<file path="src/sv/tws_pkg.sv">
// ----------------------------------------------------------------------------
// tws_pkg
// shared types, widths and constants of the temperature window statistics unit
// ----------------------------------------------------------------------------
`default_nettype none

package tws_pkg;

  localparam int unsigned Window   = 60;
  localparam int unsigned SlotW    = (Window > 1) ? $clog2(Window) : 1;
  localparam int unsigned HeldW    = $clog2(Window + 1);
  localparam int unsigned SumW     = $clog2(Window * 255 + 1);
  localparam int unsigned CntW     = (SumW > 1) ? $clog2(SumW) : 1;

  localparam int unsigned AdcW     = 10;
  localparam int unsigned TempW    = 8;
  localparam int unsigned DivW     = 8;
  localparam int unsigned ScaleW   = 7;
  localparam int unsigned ProdW    = AdcW + ScaleW;
  localparam int unsigned InDataW  = 16;
  localparam int unsigned OutDataW = 32;

  localparam logic [ScaleW-1:0] TempScale     = ScaleW'(125);
  localparam int unsigned       TempShift     = 8;
  localparam logic [TempW-1:0]  TempMax       = 8'hFF;
  localparam logic [TempW-1:0]  LowestReset   = TempW'(125);
  localparam logic [DivW-1:0]   DivisorReset  = DivW'(62);

  typedef enum logic {
    KIND_TICK = 1'b0,
    KIND_CONV = 1'b1
  } tws_kind_e;

  typedef enum logic [2:0] {
    ST_IDLE,
    ST_READ,
    ST_UPDATE,
    ST_DIVIDE,
    ST_PUBLISH
  } tws_state_e;

  typedef struct packed {
    logic capture;
    logic rd_en;
    logic update;
    logic div_step;
    logic load_out;
  } tws_cmd_t;

  typedef struct packed {
    logic take;
    logic div_done;
    logic out_free;
  } tws_sts_t;

endpackage

`default_nettype wire

</file>
<file path="src/sv/tws_ram.sv">
// ----------------------------------------------------------------------------
// tws_ram
// generic single write port ram with registered read
// ----------------------------------------------------------------------------
`default_nettype none

module tws_ram #(
  parameter int unsigned Width = 8,
  parameter int unsigned Depth = 60
) (
  input  wire logic                                    clk_i,
  input  wire logic                                    we_i,
  input  wire logic [((Depth > 1) ? $clog2(Depth) : 1)-1:0] waddr_i,
  input  wire logic [Width-1:0]                        wdata_i,
  input  wire logic                                    re_i,
  input  wire logic [((Depth > 1) ? $clog2(Depth) : 1)-1:0] raddr_i,
  output logic      [Width-1:0]                        rdata_o
);

  logic [Width-1:0] mem_q [Depth];

  always_ff @(posedge clk_i) begin
    if (we_i) begin
      mem_q[waddr_i] <= wdata_i;
    end
    if (re_i) begin
      rdata_o <= mem_q[raddr_i];
    end
  end

endmodule

`default_nettype wire

</file>
<file path="src/sv/tws_ctrl.sv">
// ----------------------------------------------------------------------------
// tws_ctrl
// sequencer: accept, window read, update, divide, publish
// ----------------------------------------------------------------------------
`default_nettype none

module tws_ctrl
  import tws_pkg::*;
(
  input  wire logic     clk_i,
  input  wire logic     rst_ni,
  input  wire logic     in_valid_i,
  output logic          in_ready_o,
  input  wire tws_sts_t sts_i,
  output tws_cmd_t      cmd_o
);

  tws_state_e state_q, state_d;

  always_ff @(posedge clk_i or negedge rst_ni) begin
    if (!rst_ni) begin
      state_q <= ST_IDLE;
    end else begin
      state_q <= state_d;
    end
  end

  always_comb begin
    state_d = state_q;
    unique case (state_q)
      ST_IDLE: begin
        if (in_valid_i) begin
          state_d = sts_i.take ? ST_READ : ST_PUBLISH;
        end
      end
      ST_READ:   state_d = ST_UPDATE;
      ST_UPDATE: state_d = ST_DIVIDE;
      ST_DIVIDE: begin
        if (sts_i.div_done) begin
          state_d = ST_PUBLISH;
        end
      end
      ST_PUBLISH: begin
        if (sts_i.out_free) begin
          state_d = ST_IDLE;
        end
      end
      default: state_d = ST_IDLE;
    endcase
  end

  always_comb begin
    cmd_o      = '0;
    in_ready_o = 1'b0;
    unique case (state_q)
      ST_IDLE: begin
        in_ready_o    = 1'b1;
        cmd_o.capture = in_valid_i;
      end
      ST_READ:    cmd_o.rd_en    = 1'b1;
      ST_UPDATE:  cmd_o.update   = 1'b1;
      ST_DIVIDE:  cmd_o.div_step = 1'b1;
      ST_PUBLISH: cmd_o.load_out = sts_i.out_free;
      default: ;
    endcase
  end

endmodule

`default_nettype wire

</file>
<file path="src/sv/tws_dp.sv">
// ----------------------------------------------------------------------------
// tws_dp
// datapath: tick divider, temperature scaling, min/max, window sum,
// bit-serial divider and output register
// ----------------------------------------------------------------------------
`default_nettype none

module tws_dp
  import tws_pkg::*;
(
  input  wire logic                clk_i,
  input  wire logic                rst_ni,
  input  wire logic                cfg_we_i,
  input  wire logic [DivW-1:0]     cfg_wdata_i,
  input  wire logic                in_kind_i,
  input  wire logic [AdcW-1:0]     in_adc_i,
  input  wire tws_cmd_t            cmd_i,
  output tws_sts_t                 sts_o,
  input  wire logic                out_ready_i,
  output logic                     out_valid_o,
  output logic                     out_taken_o,
  output logic [OutDataW-1:0]      out_data_o
);

  logic [DivW-1:0]   divisor_q;
  logic [DivW-1:0]   tick_q;
  logic              armed_q;
  logic              take_q;
  logic [TempW-1:0]  temp_q;
  logic [SlotW-1:0]  slot_q;
  logic [HeldW-1:0]  held_q;
  logic [SumW-1:0]   sum_q, sum_d;
  logic [TempW-1:0]  latest_q, highest_q, lowest_q, mean_q, mean_d;
  logic [SumW-1:0]   quo_q;
  logic [HeldW-1:0]  rem_q;
  logic [CntW-1:0]   cnt_q;
  logic              out_valid_q;
  logic              out_taken_q;
  logic [OutDataW-1:0] out_data_q;

  logic [DivW-1:0]   tick_inc;
  logic [ProdW-1:0]  prod;
  logic [ProdW-TempShift-1:0] scaled;
  logic [TempW-1:0]  temp_d;
  logic [TempW-1:0]  old_temp;
  logic              window_full;
  logic [HeldW:0]    rem_shift;
  logic              rem_ge;
  logic [HeldW:0]    rem_sub;
  logic              take_now;

  tws_ram #(
    .Width (TempW),
    .Depth (Window)
  ) u_window (
    .clk_i   (clk_i),
    .we_i    (cmd_i.update),
    .waddr_i (slot_q),
    .wdata_i (temp_q),
    .re_i    (cmd_i.rd_en),
    .raddr_i (slot_q),
    .rdata_o (old_temp)
  );

  // temperature scaling, floor(adc*125/256) saturated
  assign prod   = ProdW'(in_adc_i) * ProdW'(TempScale);
  assign scaled = prod[ProdW-1:TempShift];
  assign temp_d = (scaled > (ProdW-TempShift)'(TempMax)) ? TempMax : scaled[TempW-1:0];

  assign tick_inc = tick_q + DivW'(1);
  assign take_now = (tws_kind_e'(in_kind_i) == KIND_CONV) && armed_q;

  assign window_full = (held_q >= HeldW'(Window));
  always_comb begin
    if (window_full) begin
      sum_d = sum_q - SumW'(old_temp) + SumW'(temp_q);
    end else begin
      sum_d = sum_q + SumW'(temp_q);
    end
  end

  // restoring divider step
  assign rem_shift = {rem_q, quo_q[SumW-1]};
  assign rem_ge    = (rem_shift >= {1'b0, held_q});
  assign rem_sub   = rem_shift - {1'b0, held_q};

  assign mean_d = take_q ? quo_q[TempW-1:0] : mean_q;

  always_ff @(posedge clk_i or negedge rst_ni) begin
    if (!rst_ni) begin
      divisor_q <= DivisorReset;
    end else if (cfg_we_i) begin
      divisor_q <= cfg_wdata_i;
    end
  end

  always_ff @(posedge clk_i or negedge rst_ni) begin
    if (!rst_ni) begin
      tick_q      <= '0;
      armed_q     <= 1'b0;
      take_q      <= 1'b0;
      slot_q      <= '0;
      held_q      <= '0;
      sum_q       <= '0;
      latest_q    <= '0;
      highest_q   <= '0;
      lowest_q    <= LowestReset;
      mean_q      <= '0;
      cnt_q       <= '0;
      out_valid_q <= 1'b0;
    end else begin
      if (cmd_i.capture) begin
        take_q <= take_now;
        if (tws_kind_e'(in_kind_i) == KIND_TICK) begin
          if (tick_inc == divisor_q) begin
            tick_q  <= '0;
            armed_q <= 1'b1;
          end else begin
            tick_q <= tick_inc;
          end
        end else if (armed_q) begin
          armed_q <= 1'b0;
        end
      end
      if (cmd_i.update) begin
        latest_q <= temp_q;
        if (temp_q < lowest_q) begin
          lowest_q <= temp_q;
        end
        if (temp_q > highest_q) begin
          highest_q <= temp_q;
        end
        if (!window_full) begin
          held_q <= held_q + HeldW'(1);
        end
        sum_q <= sum_d;
        if (slot_q == SlotW'(Window - 1)) begin
          slot_q <= '0;
        end else begin
          slot_q <= slot_q + SlotW'(1);
        end
        cnt_q <= CntW'(SumW - 1);
      end else if (cmd_i.div_step) begin
        cnt_q <= cnt_q - CntW'(1);
      end
      if (cmd_i.load_out) begin
        mean_q      <= mean_d;
        out_valid_q <= 1'b1;
      end else if (out_ready_i) begin
        out_valid_q <= 1'b0;
      end
    end
  end

  always_ff @(posedge clk_i) begin
    if (cmd_i.capture) begin
      temp_q <= temp_d;
    end
    if (cmd_i.update) begin
      quo_q <= sum_d;
      rem_q <= '0;
    end else if (cmd_i.div_step) begin
      quo_q <= {quo_q[SumW-2:0], rem_ge};
      rem_q <= rem_ge ? rem_sub[HeldW-1:0] : rem_shift[HeldW-1:0];
    end
    if (cmd_i.load_out) begin
      out_taken_q <= take_q;
      out_data_q  <= {mean_d, lowest_q, highest_q, latest_q};
    end
  end

  assign sts_o.take     = take_now;
  assign sts_o.div_done = (cnt_q == '0);
  assign sts_o.out_free = !out_valid_q || out_ready_i;

  assign out_valid_o = out_valid_q;
  assign out_taken_o = out_taken_q;
  assign out_data_o  = out_data_q;

endmodule

`default_nettype wire

</file>
<file path="src/sv/temperature_window_statistics_unit.sv">
// sequence: a tick or unarmed conversion goes from acceptance straight to publish
// sampled conversion: acceptance, then window read,
//   update, 14-step bit-serial divide of the window sum, publish
// flow: one transaction at a time; publish waits while the previous result
//   is held by a low m_axis_tready
// reset: asynchronous active low; divider 62, statistics cleared, min 125
// ----------------------------------------------------------------------------
// temperature_window_statistics_unit
// timer-gated temperature sampling with min, max and sliding-window average
// ----------------------------------------------------------------------------
`default_nettype none

module temperature_window_statistics_unit
  import tws_pkg::*;
(
  input  wire logic                clk_i,
  input  wire logic                rst_ni,
  input  wire logic                cfg_we_i,
  input  wire logic [DivW-1:0]     cfg_wdata_i,    // tick_divisor
  input  wire logic                s_axis_tvalid,
  output logic                     s_axis_tready,
  input  wire logic [InDataW-1:0]  s_axis_tdata,   // [9:0] adc_value
  input  wire logic                s_axis_tuser,   // [0] cmd
  output logic                     m_axis_tvalid,
  input  wire logic                m_axis_tready,
  output logic [OutDataW-1:0]      m_axis_tdata,   // [7:0] current_temp, [15:8] max_temp,
                                                   // [23:16] min_temp, [31:24] avg_temp
  output logic                     m_axis_tuser    // [0] sample_taken
);

  tws_cmd_t cmd;
  tws_sts_t sts;

  tws_ctrl u_ctrl (
    .clk_i      (clk_i),
    .rst_ni     (rst_ni),
    .in_valid_i (s_axis_tvalid),
    .in_ready_o (s_axis_tready),
    .sts_i      (sts),
    .cmd_o      (cmd)
  );

  tws_dp u_dp (
    .clk_i       (clk_i),
    .rst_ni      (rst_ni),
    .cfg_we_i    (cfg_we_i),
    .cfg_wdata_i (cfg_wdata_i),
    .in_kind_i   (s_axis_tuser),
    .in_adc_i    (s_axis_tdata[AdcW-1:0]),
    .cmd_i       (cmd),
    .sts_o       (sts),
    .out_ready_i (m_axis_tready),
    .out_valid_o (m_axis_tvalid),
    .out_taken_o (m_axis_tuser),
    .out_data_o  (m_axis_tdata)
  );

endmodule

`default_nettype wire

</file>
<file path="config.mk">
export PLATFORM = sky130hd
export DESIGN_NAME = temperature_window_statistics_unit
export DESIGN_NICKNAME = d
export VERILOG_FILES = /design/src/sv/tws_pkg.sv /design/src/sv/tws_ram.sv /design/src/sv/tws_ctrl.sv /design/src/sv/tws_dp.sv /design/src/sv/temperature_window_statistics_unit.sv
export SDC_FILE = /design/constraint.sdc
export NUM_CORES = 1
export LEC_CHECK = 0
export BUFFER_PORTS_ARGS = -buffer_cell sky130_fd_sc_hd__clkbuf_2
export CAP_MARGIN = 15
export CORE_MARGIN = 10
export CORE_UTILIZATION = 57
export DETAILED_ROUTE_END_ITERATION = 8
export GPL_TIMING_DRIVEN = 1
export PLACE_DENSITY_LB_ADDON = 0.2
export SYNTH_ARGS = -nofsm -noshare
export SYNTH_HDL_FRONTEND = slang
export SYNTH_SLANG_ARGS = --single-unit
</file>
<file path="constraint.sdc">
create_clock -name clk_i -period 3.6 [get_ports clk_i]
set_clock_uncertainty 0.15 [all_clocks]
set_input_delay 0.54 -clock clk_i [delete_from_list [all_inputs] [get_ports clk_i]]
set_output_delay 0.54 -clock clk_i [all_outputs]
set_load 0.03 [all_outputs]
</file>
==> impl_results.md, run 1 <==
* Final hold viol count at 0
* DP Area at 0.0308 mm2
* Worst hold slack at 0.0314 ns
* Register area at 0.0186 mm2
* CP max FO at 2
* Sink Count at 633
* Iteration-0 DRC Markers at 1801
* Worst-case clock buffer depth at 3
* Yosys reg bits at 633
* CP arrival at 4.15 ns
* DR pass1 iterations at 5
* Pleak at 12.0 nW
* Worst Tran Pin Value at between 1 and 1.5 ns
* Vias in the first global route at 17898
* Most common cell after layout, fill and taps aside: edfxtp_1
* Final nets at 2314
* # port buffers at 58
* Failing checks: negative setup slack
* Fillers at ~3500
* Syn nets at ~2100
* Largest family of logic cells by synthesized area: multiplexers
* Via Count at 17313
* Routability cong. at 0.892
* Layout cells sized above 1 at 23.4%
* Drt wl/cell at 23.4 um
* Vias per inst at 6.02
* Footprint of the multi-input gates at 0.00949 mm2
* Pin count of the biggest net entering global routing at 64
* Max cap viols at 0
* Ys flop type: edfxtp_1
* Syn_area_per_cell at 14.8 um2
* Synth Area in Compound Gates at approximately 8%
* Std-Cell Rows at 82
* CTS tree: done
* Minimum clock period after layout at 3.93 ns
* Worst path cell trace: buf_6 -> fa_1 -> xor2_1 -> ha_1 -> inv_2 -> fa_1 -> fa_1 -> inv_1 -> ha_1 -> o21ai_2 -> a22oi_2 -> a21oi_2 -> o21ai_2 -> a21oi_2 -> xnor2_1 -> or3b_4
* Die H at around 240 um
* Register area share after synthesis at 64.6%
* Global route overflow at 0
* All-Layer GR Usage at 22.6%
* Post-route design area at 0.0332 mm2
* Setup repair after global routing missed its margin: true
* Commonest cells after routing, fill and taps aside: 543 x edfxtp_1, 171 x buf_4, 151 x nor2_1
* Crit path capture type: flop
* Fmax at 0.254 GHz
* Most frequent CP cell: fa_1
* Antenna diodes at 0
* Root Buffer: clkbuf_16
* Layout overhead on the synthesized area at 15.6%
* PD cells at just over 700 mW/mm2
* Fin cells at ~2900
* Post-DP HPWL at 43.8 mm
* Post-placement setup slack at -1.18 ns
* First-pass GRT wire length at 105 mm
* Final WL at 67.3 mm
* Multiplexer share of the synthesized area at 10.0%
* CP startpoint kind: input pin
* Worst Path Required at 3.82 ns
* Min-delay worst type: input pin to flop
* Critical-path top delay cell: fa_1
* DRC at 0
* Worst-Skew Late Latency at 0.66 ns
* Simple-gate share of the synthesized area at 5.98%
* Final ANT Viol Nets at 0
* WS Path Type: input pin to flop
* Status: finished, violations left
* Fin crit share at 109%
* H-tree lvl count at 2
* Adder-cell share of the synthesized area at under 10%
* Post-route setup slack at -0.331 ns
* Synthesis warning total at 0
* Max Slew Vio Count at 0
* Clk slew on worst S/H paths at around 0.06 ns
* Initial antenna violation count at 1
* Die width at around 240 um
* Synth unique cells at 75
* Fraction of registers with async set/reset at 13.3%
* EDFF count, synth at 543
* Core area at 0.0500 mm2
* Fraction of synthesized cell area in xor and xnor cells at 1.37%
* Syn Inst Count at 1940
* Placed Instances at 2751
* Maximum vdd drop at ~0.00045 V
* Die Area at 0.0597 mm2
* Post-Syn Area at 0.0287 mm2
* Num CTS Buffers at 60
* Initial Utilization at 57.4%
* Slew HR at between 10 and 15%
* # IOs at 65
* Largest stage delay, worst path at 0.52 ns
* # setup viols final at 8
[metal layers]
layer / vias up / GRT usage, % / routed length (um)
met4: 2 / 7.85 / 2270
met1: 8724 / 29.9 / 27500
li1: 7759 / - / -
met5: - / 0 / 13
met2: 687 / 37.2 / 32600
met3: 141 / 4.15 / 5030
[Yosys cell counts (24+ instances only)]
| library cell | number | share of area [%] |
|---|---|---|
| a21oi_1 | 102 | 1.8 |
| a22oi_1 | 26 | 0.68 |
| buf_2 | 24 | 0.42 |
| clkbuf_1 | 40 | 0.52 |
| dfrtp_1 | 73 | 6.4 |
| edfxtp_1 | 543 | 57 |
| fa_1 | 38 | 2.7 |
| ha_1 | 91 | 4.0 |
| inv_1 | 116 | 1.5 |
| mux2_2 | 64 | 2.5 |
| mux2i_1 | 71 | 2.5 |
| mux4_2 | 48 | 3.8 |
| nand2_1 | 90 | 1.2 |
| nand3_1 | 26 | 0.45 |
| nor2_1 | 153 | 2.0 |
| o21ai_0 | 65 | 1.1 |
| o22ai_1 | 25 | 0.55 |
| xnor2_1 | 31 | 0.95 |
[critical path: cells and delay by family]
kind                     cells  cell delay (ns)
XOR/XNOR                     2             0.32
buffers and inverters        3             0.18
AND/OR/NAND/NOR              1             0.37
adder cells (fa/ha/maj)      5             2.10
AO/OA/AOI/OAI                5             0.66
[sequential cells by signal, indices dropped and copies added, names as in the netlist, 3 cells and up]
register               flops
u_ctrl.state_q             3
u_dp.cnt_q                 4
u_dp.divisor_q             8
u_dp.held_q                6
u_dp.highest_q             8
u_dp.latest_q              8
u_dp.lowest_q              8
u_dp.mean_q                8
u_dp.out_data_o           32
u_dp.quo_q                14
u_dp.rem_q                 6
u_dp.slot_q                6
u_dp.sum_q                14
u_dp.temp_q                8
u_dp.tick_q                8
u_dp.u_window.mem_q      480
u_dp.u_window.rdata_o      8
[path summary, 6_finish.rpt]
check                                        startpoint                                  to  slack (ns)  cells after the start
setup / recovery                        s_axis_tdata[0]        u_dp.temp_q[4]$_SDFFCE_PN1P_       -0.33                     16
hold / removal                            s_axis_tvalid       u_ctrl.state_q[2]$_DFFE_PN0P_        0.03                      3
setup reg to reg             u_dp.slot_q[0]$_DFFE_PN0P_  u_dp.u_window.rdata_o[1]$_DFFE_PP_        0.28                      9
hold reg to reg            u_dp.latest_q[4]$_DFFE_PN0P_        u_dp.out_data_o[4]$_DFFE_PP_        0.30                      0
max in group asynchronous                        rst_ni       u_dp.divisor_q[5]$_DFFE_PN1P_        2.13                      3
min in group asynchronous                        rst_ni        u_dp.lowest_q[1]$_DFFE_PN0P_        0.32                      2
[what timing repair did]
action / 4_1_cts / 5_1_grt
setup buffers: 4 / 0
setup endpoints to repair: 8 / 8
hold endpoints to repair: 43 / 0
hold buffers: 10 / 0
pin swaps: 26 / 16
gates resized for setup: 20 / 25
[logic make-up after synthesis]
kind of cell | Yosys count
and+or+nand+nor | 372
muxes | 197
AOI/OAI and AO/OA | 356
buffers and inverters | 208
adders and majority gates | 129
DFF | 633
xor gates and xnor gates | 45
[layout make-up]
class,instances,area share [%]
Sequential cell,633,55.9
Multi-Input combinational cell,1099,28.6
Timing Repair Buffer,244,5.48
Clock buffer,76,4.74
Tap cell,672,2.53
Clock inverter,35,1.40
Inverter,117,1.35
[stage by stage]
stage | setup TNS, ns | util [%] | power (mW)
6_report | -2.15 | 66.4 | 23.8
5_1_grt | -3.49 | 66.4 | 25.0
2_1_floorplan | -5.78 | - | 14.6
3_3_place_gp | -8.09 | 61.7 | 16.7
3_5_place_dp | -8.82 | 61.7 | 16.9
4_1_cts | -2.49 | 66.2 | 23.6
[where the power goes]
part | switching [mW] | internal, mW | total, mW
Clock | 2.78 | 3.75 | 6.53
Sequential | 0.380 | 9.26 | 9.64
Combinational | 4.49 | 3.16 | 7.65
Power figures use the tool's default switching activity.
==> inputs of run 2 (changes only) <==
ABC_AREA = 1   (was unset)
==> run 2 against run 1 <==
The run still ends with negative setup slack left. Clock power hardly changed. Synthesized cell count is 36% higher. Critical path depth stayed put. Cell count is 24% higher. Power is 16% higher. Die area is 0.14% lower. First-iteration DRC count is 7.8% higher. Sequential share of layout area is 0.41 points higher. Combinational power is 42% higher. Worst hold slack worse by 0.0064 ns. Fmax is 6.5% higher. Global-route usage is 0.92 points higher. Critical path type unchanged. Largest cell class unchanged.
==> impl_results.md, run 2 <==
* Vias per inst at 5.59
* Pleak at 13.4 nW
* Final nets at 3005
* CP startpoint kind: input pin
* Syn_area_per_cell at 10.8 um2
* # IOs at 65
* Final ANT Viol Nets at 0
* Final Util at 65.9%
* Initial Utilization at 57.3%
* Vias in the first global route at about 20000
* Reg2reg setup slack at 0.40 ns
* Pin count of the biggest net entering global routing at 73
* Post-route design area at 0.0329 mm2
* CP arrival at 3.87 ns
* # setup viols final at 8
* Most frequent CP cell: fa_1
* CP max FO at 8
* Worst-Skew Late Latency at slightly above 0.6 ns
* Layout cells sized above 1 at between 10% and 20%
* Worst Tran Pin Value at 1.09 ns
* Fin cells at roughly 3600
* EDFF count, synth at around 540
* Via Count at 19953
* # port buffers at slightly below 60
* Synth unique cells at around 50
* DRC at 0
* Layout overhead on the synthesized area at 14.9%
* Core area at 0.0500 mm2
* Minimum clock period after layout at 3.69 ns
* Worst Hold Path Cells at 3
* Placed Instances at 3441
* WS Path Type: input pin to flop
* Synthesis warning total at 0
* Number of cells on the critical path at 16
* Worst Path Required at 3.78 ns
* Worst-case clock buffer depth at 3
* Maximum vdd drop at 0.000442 V
* Largest delay share family, worst path: adder cells
* Ys flop type: edfxtp_1
* Final hold viol count at 0
* Most instantiated library cell after synthesis: nand2_1
* Largest stage delay, worst path at 0.52 ns
* Yosys reg bits at approximately 630
* Worst reg2reg path endpoint: u_dp.quo_q[6]$_DFFE_PP_
* Yosys top cell by area: edfxtp_1
* Max reg flops at 480
* PD cells at 842 mW/mm2
* Worst Path Buf+Inv at 4
* H-tree lvl count at 3
* Top-area cell type share of the netlist area at 56.9%
* Commonest cells after routing, fill and taps aside: 855 x nand2_1, 543 x edfxtp_1, 229 x inv_1
* Die H at 244 um
* Most common cell after layout, fill and taps aside: nand2_1
* Clk slew on worst S/H paths at 0.05 ns
* Worst r2r src: u_dp.temp_q[1]$_SDFFCE_PN1P_
* Status: finished, violations left
* Syn Inst Count at 2641
* Setup repair after global routing missed its margin: true
* Failing checks: negative setup slack
* Syn nets at 2800
* Post-Syn Area at ~0.029 mm2
* Min-delay worst type: input pin to flop
* Main area contributors after synthesis: edfxtp_1 57%, nand2_1 11%, dfrtp_1 6.4%
* Post-route setup slack at -0.0918 ns
* Slew HR at 27.3%
* DR pass1 iterations at 7
* CP endpoint: u_dp.temp_q[3]$_SDFFCE_PN1P_
* Initial antenna violation count at 0
* DP Area at 0.0307 mm2
* Fmax at between 0.2 and 0.3 GHz
* Root Buffer: clkbuf_16
* Die Area at 0.0596 mm2
* Routability cong. at ~0.9
* Fillers at ~3800
* R2R depth at 13
* First-pass GRT wire length at between 100 and 150 mm
* Sink Count at approximately 630
* Max Slew Vio Count at 0
* Num CTS Buffers at 67
* Synth cell count leaders: 860 x nand2_1, 543 x edfxtp_1, 234 x inv_1
* CTS tree: done
* Final WL at 70.5 mm
* Die width at 244 um
* Global route overflow at 0
* Critical-path top delay cell: fa_1
* All-Layer GR Usage at 23.5%
* Worst path cell trace: clkbuf_4 -> inv_2 -> fa_1 -> fa_1 -> fa_1 -> inv_1 -> fa_1 -> ha_4 -> nand2_4 -> inv_1 -> o21ai_2 -> nand3_4 -> nand2_2 -> nand2_4 -> xor2_4 -> nand2_1
* Crit path capture type: flop
* Register area share after synthesis at 64.7%
* Iteration-0 DRC Markers at roughly 1900
* Post-DP HPWL at roughly 47 mm
* Drt wl/cell at 19.8 um
* Std-Cell Rows at between 80 and 90
* CP Launch Point: s_axis_tdata[2]
* Biggest register: u_dp.u_window.mem_q
* Max cap viols at 0
* Fraction of registers with async set/reset at 13.3%
* Antenna diodes at 0
* Fin crit share at 103%
## run 2: changes by cell type in the layout (fill, tap and decap cells not counted), sizes merged, moves of 22 or more
cell,delta
nand2,+771
mux2i,-71
o21ai,+67
nand4,+43
buf,-24
nand3,+78
mux2,-63
nand2b,-22
inv,+134
xnor2,-26
mux4,-61
## run 2: cells by family after synthesis
group                    share of synthesized area, %
adder cells (fa/ha/maj)                          6.63
XOR/XNOR                                        0.729
multiplexers                                   0.0786
AO/OA/AOI/OAI                                    5.72
AND/OR/NAND/NOR                                  17.5
buffers and inverters                            4.67
flip-flops                                       64.7
## run 2: layer usage
| layer | GRT usage [%] | vias up | routed length (um) |
|---|---|---|---|
| li1 | - | 9355 | - |
| met1 | 31.3 | 9643 | 29100 |
| met2 | 38.5 | 807 | 33500 |
| met3 | 4.09 | 148 | 5530 |
| met4 | 8.73 | 0 | 2440 |
| met5 | 0 | - | 0 |
## run 2: worst register-to-register path, delay by kind of cell (launching register included)
family	cells	cell delay, ns
adder cells (fa/ha/maj)	2	0.97
AND/OR/NAND/NOR	6	0.56
flip-flops	1	0.55
buffers and inverters	3	0.44
AO/OA/AOI/OAI	2	0.31
## run 2: area by class of cell
class                   instances  area (um2)  share of cell area, %
multi-input cells            1680        8930                   27.1
clock inverters                34         255                  0.775
clock buffers                  86        1830                   5.56
flip-flops and latches        633       18500                   56.3
inverters                     248         941                   2.86
repair buffers                216        1580                   4.79
well taps                     672         841                   2.55
## run 2: worst min path at each step
stage	slack, ns	endpoint	from
floorplan	0.09	u_ctrl.state_q[0]$_DFFE_PN0P_	rst_ni
global placement	0.25	u_dp.highest_q[2]$_DFFE_PN0P_	rst_ni
detailed placement	0.25	u_dp.highest_q[3]$_DFFE_PN0P_	rst_ni
CTS	0.01	u_dp.divisor_q[3]$_DFFE_PN1P_	cfg_wdata_i[3]
global route	0.02	u_dp.divisor_q[0]$_DFFE_PN0P_	cfg_wdata_i[0]
finish	0.02	u_dp.divisor_q[3]$_DFFE_PN1P_	cfg_wdata_i[3]
## run 2: what timing repair did
item,CTS,global route
resized for setup,6,20
hold buffers,5,0
setup buffers,1,2
hold endpoints to repair,50,0
pin swaps,15,12
setup endpoints to repair,8,8
## run 2: power by group
group	switching [mW]	leakage, nW	internal (mW)
logic	7.38	6.43	3.51
registers	0.572	5.98	9.69
clock network	2.80	1.01	3.76
## run 2: stage by stage
step	setup TNS, ns	total power [mW]	hold WS [ns]	worst slack (ns)
3_3_place_gp	-6.24	20.7	0.246	-0.786
2_1_floorplan	-3.61	17.3	0.0944	-0.453
5_1_grt	-2.08	29.4	0.0173	-0.277
6_report	-0.664	27.7	0.0249	-0.0918
3_5_place_dp	-6.65	21.0	0.250	-0.840
4_1_cts	-0.669	27.6	0.0116	-0.0945
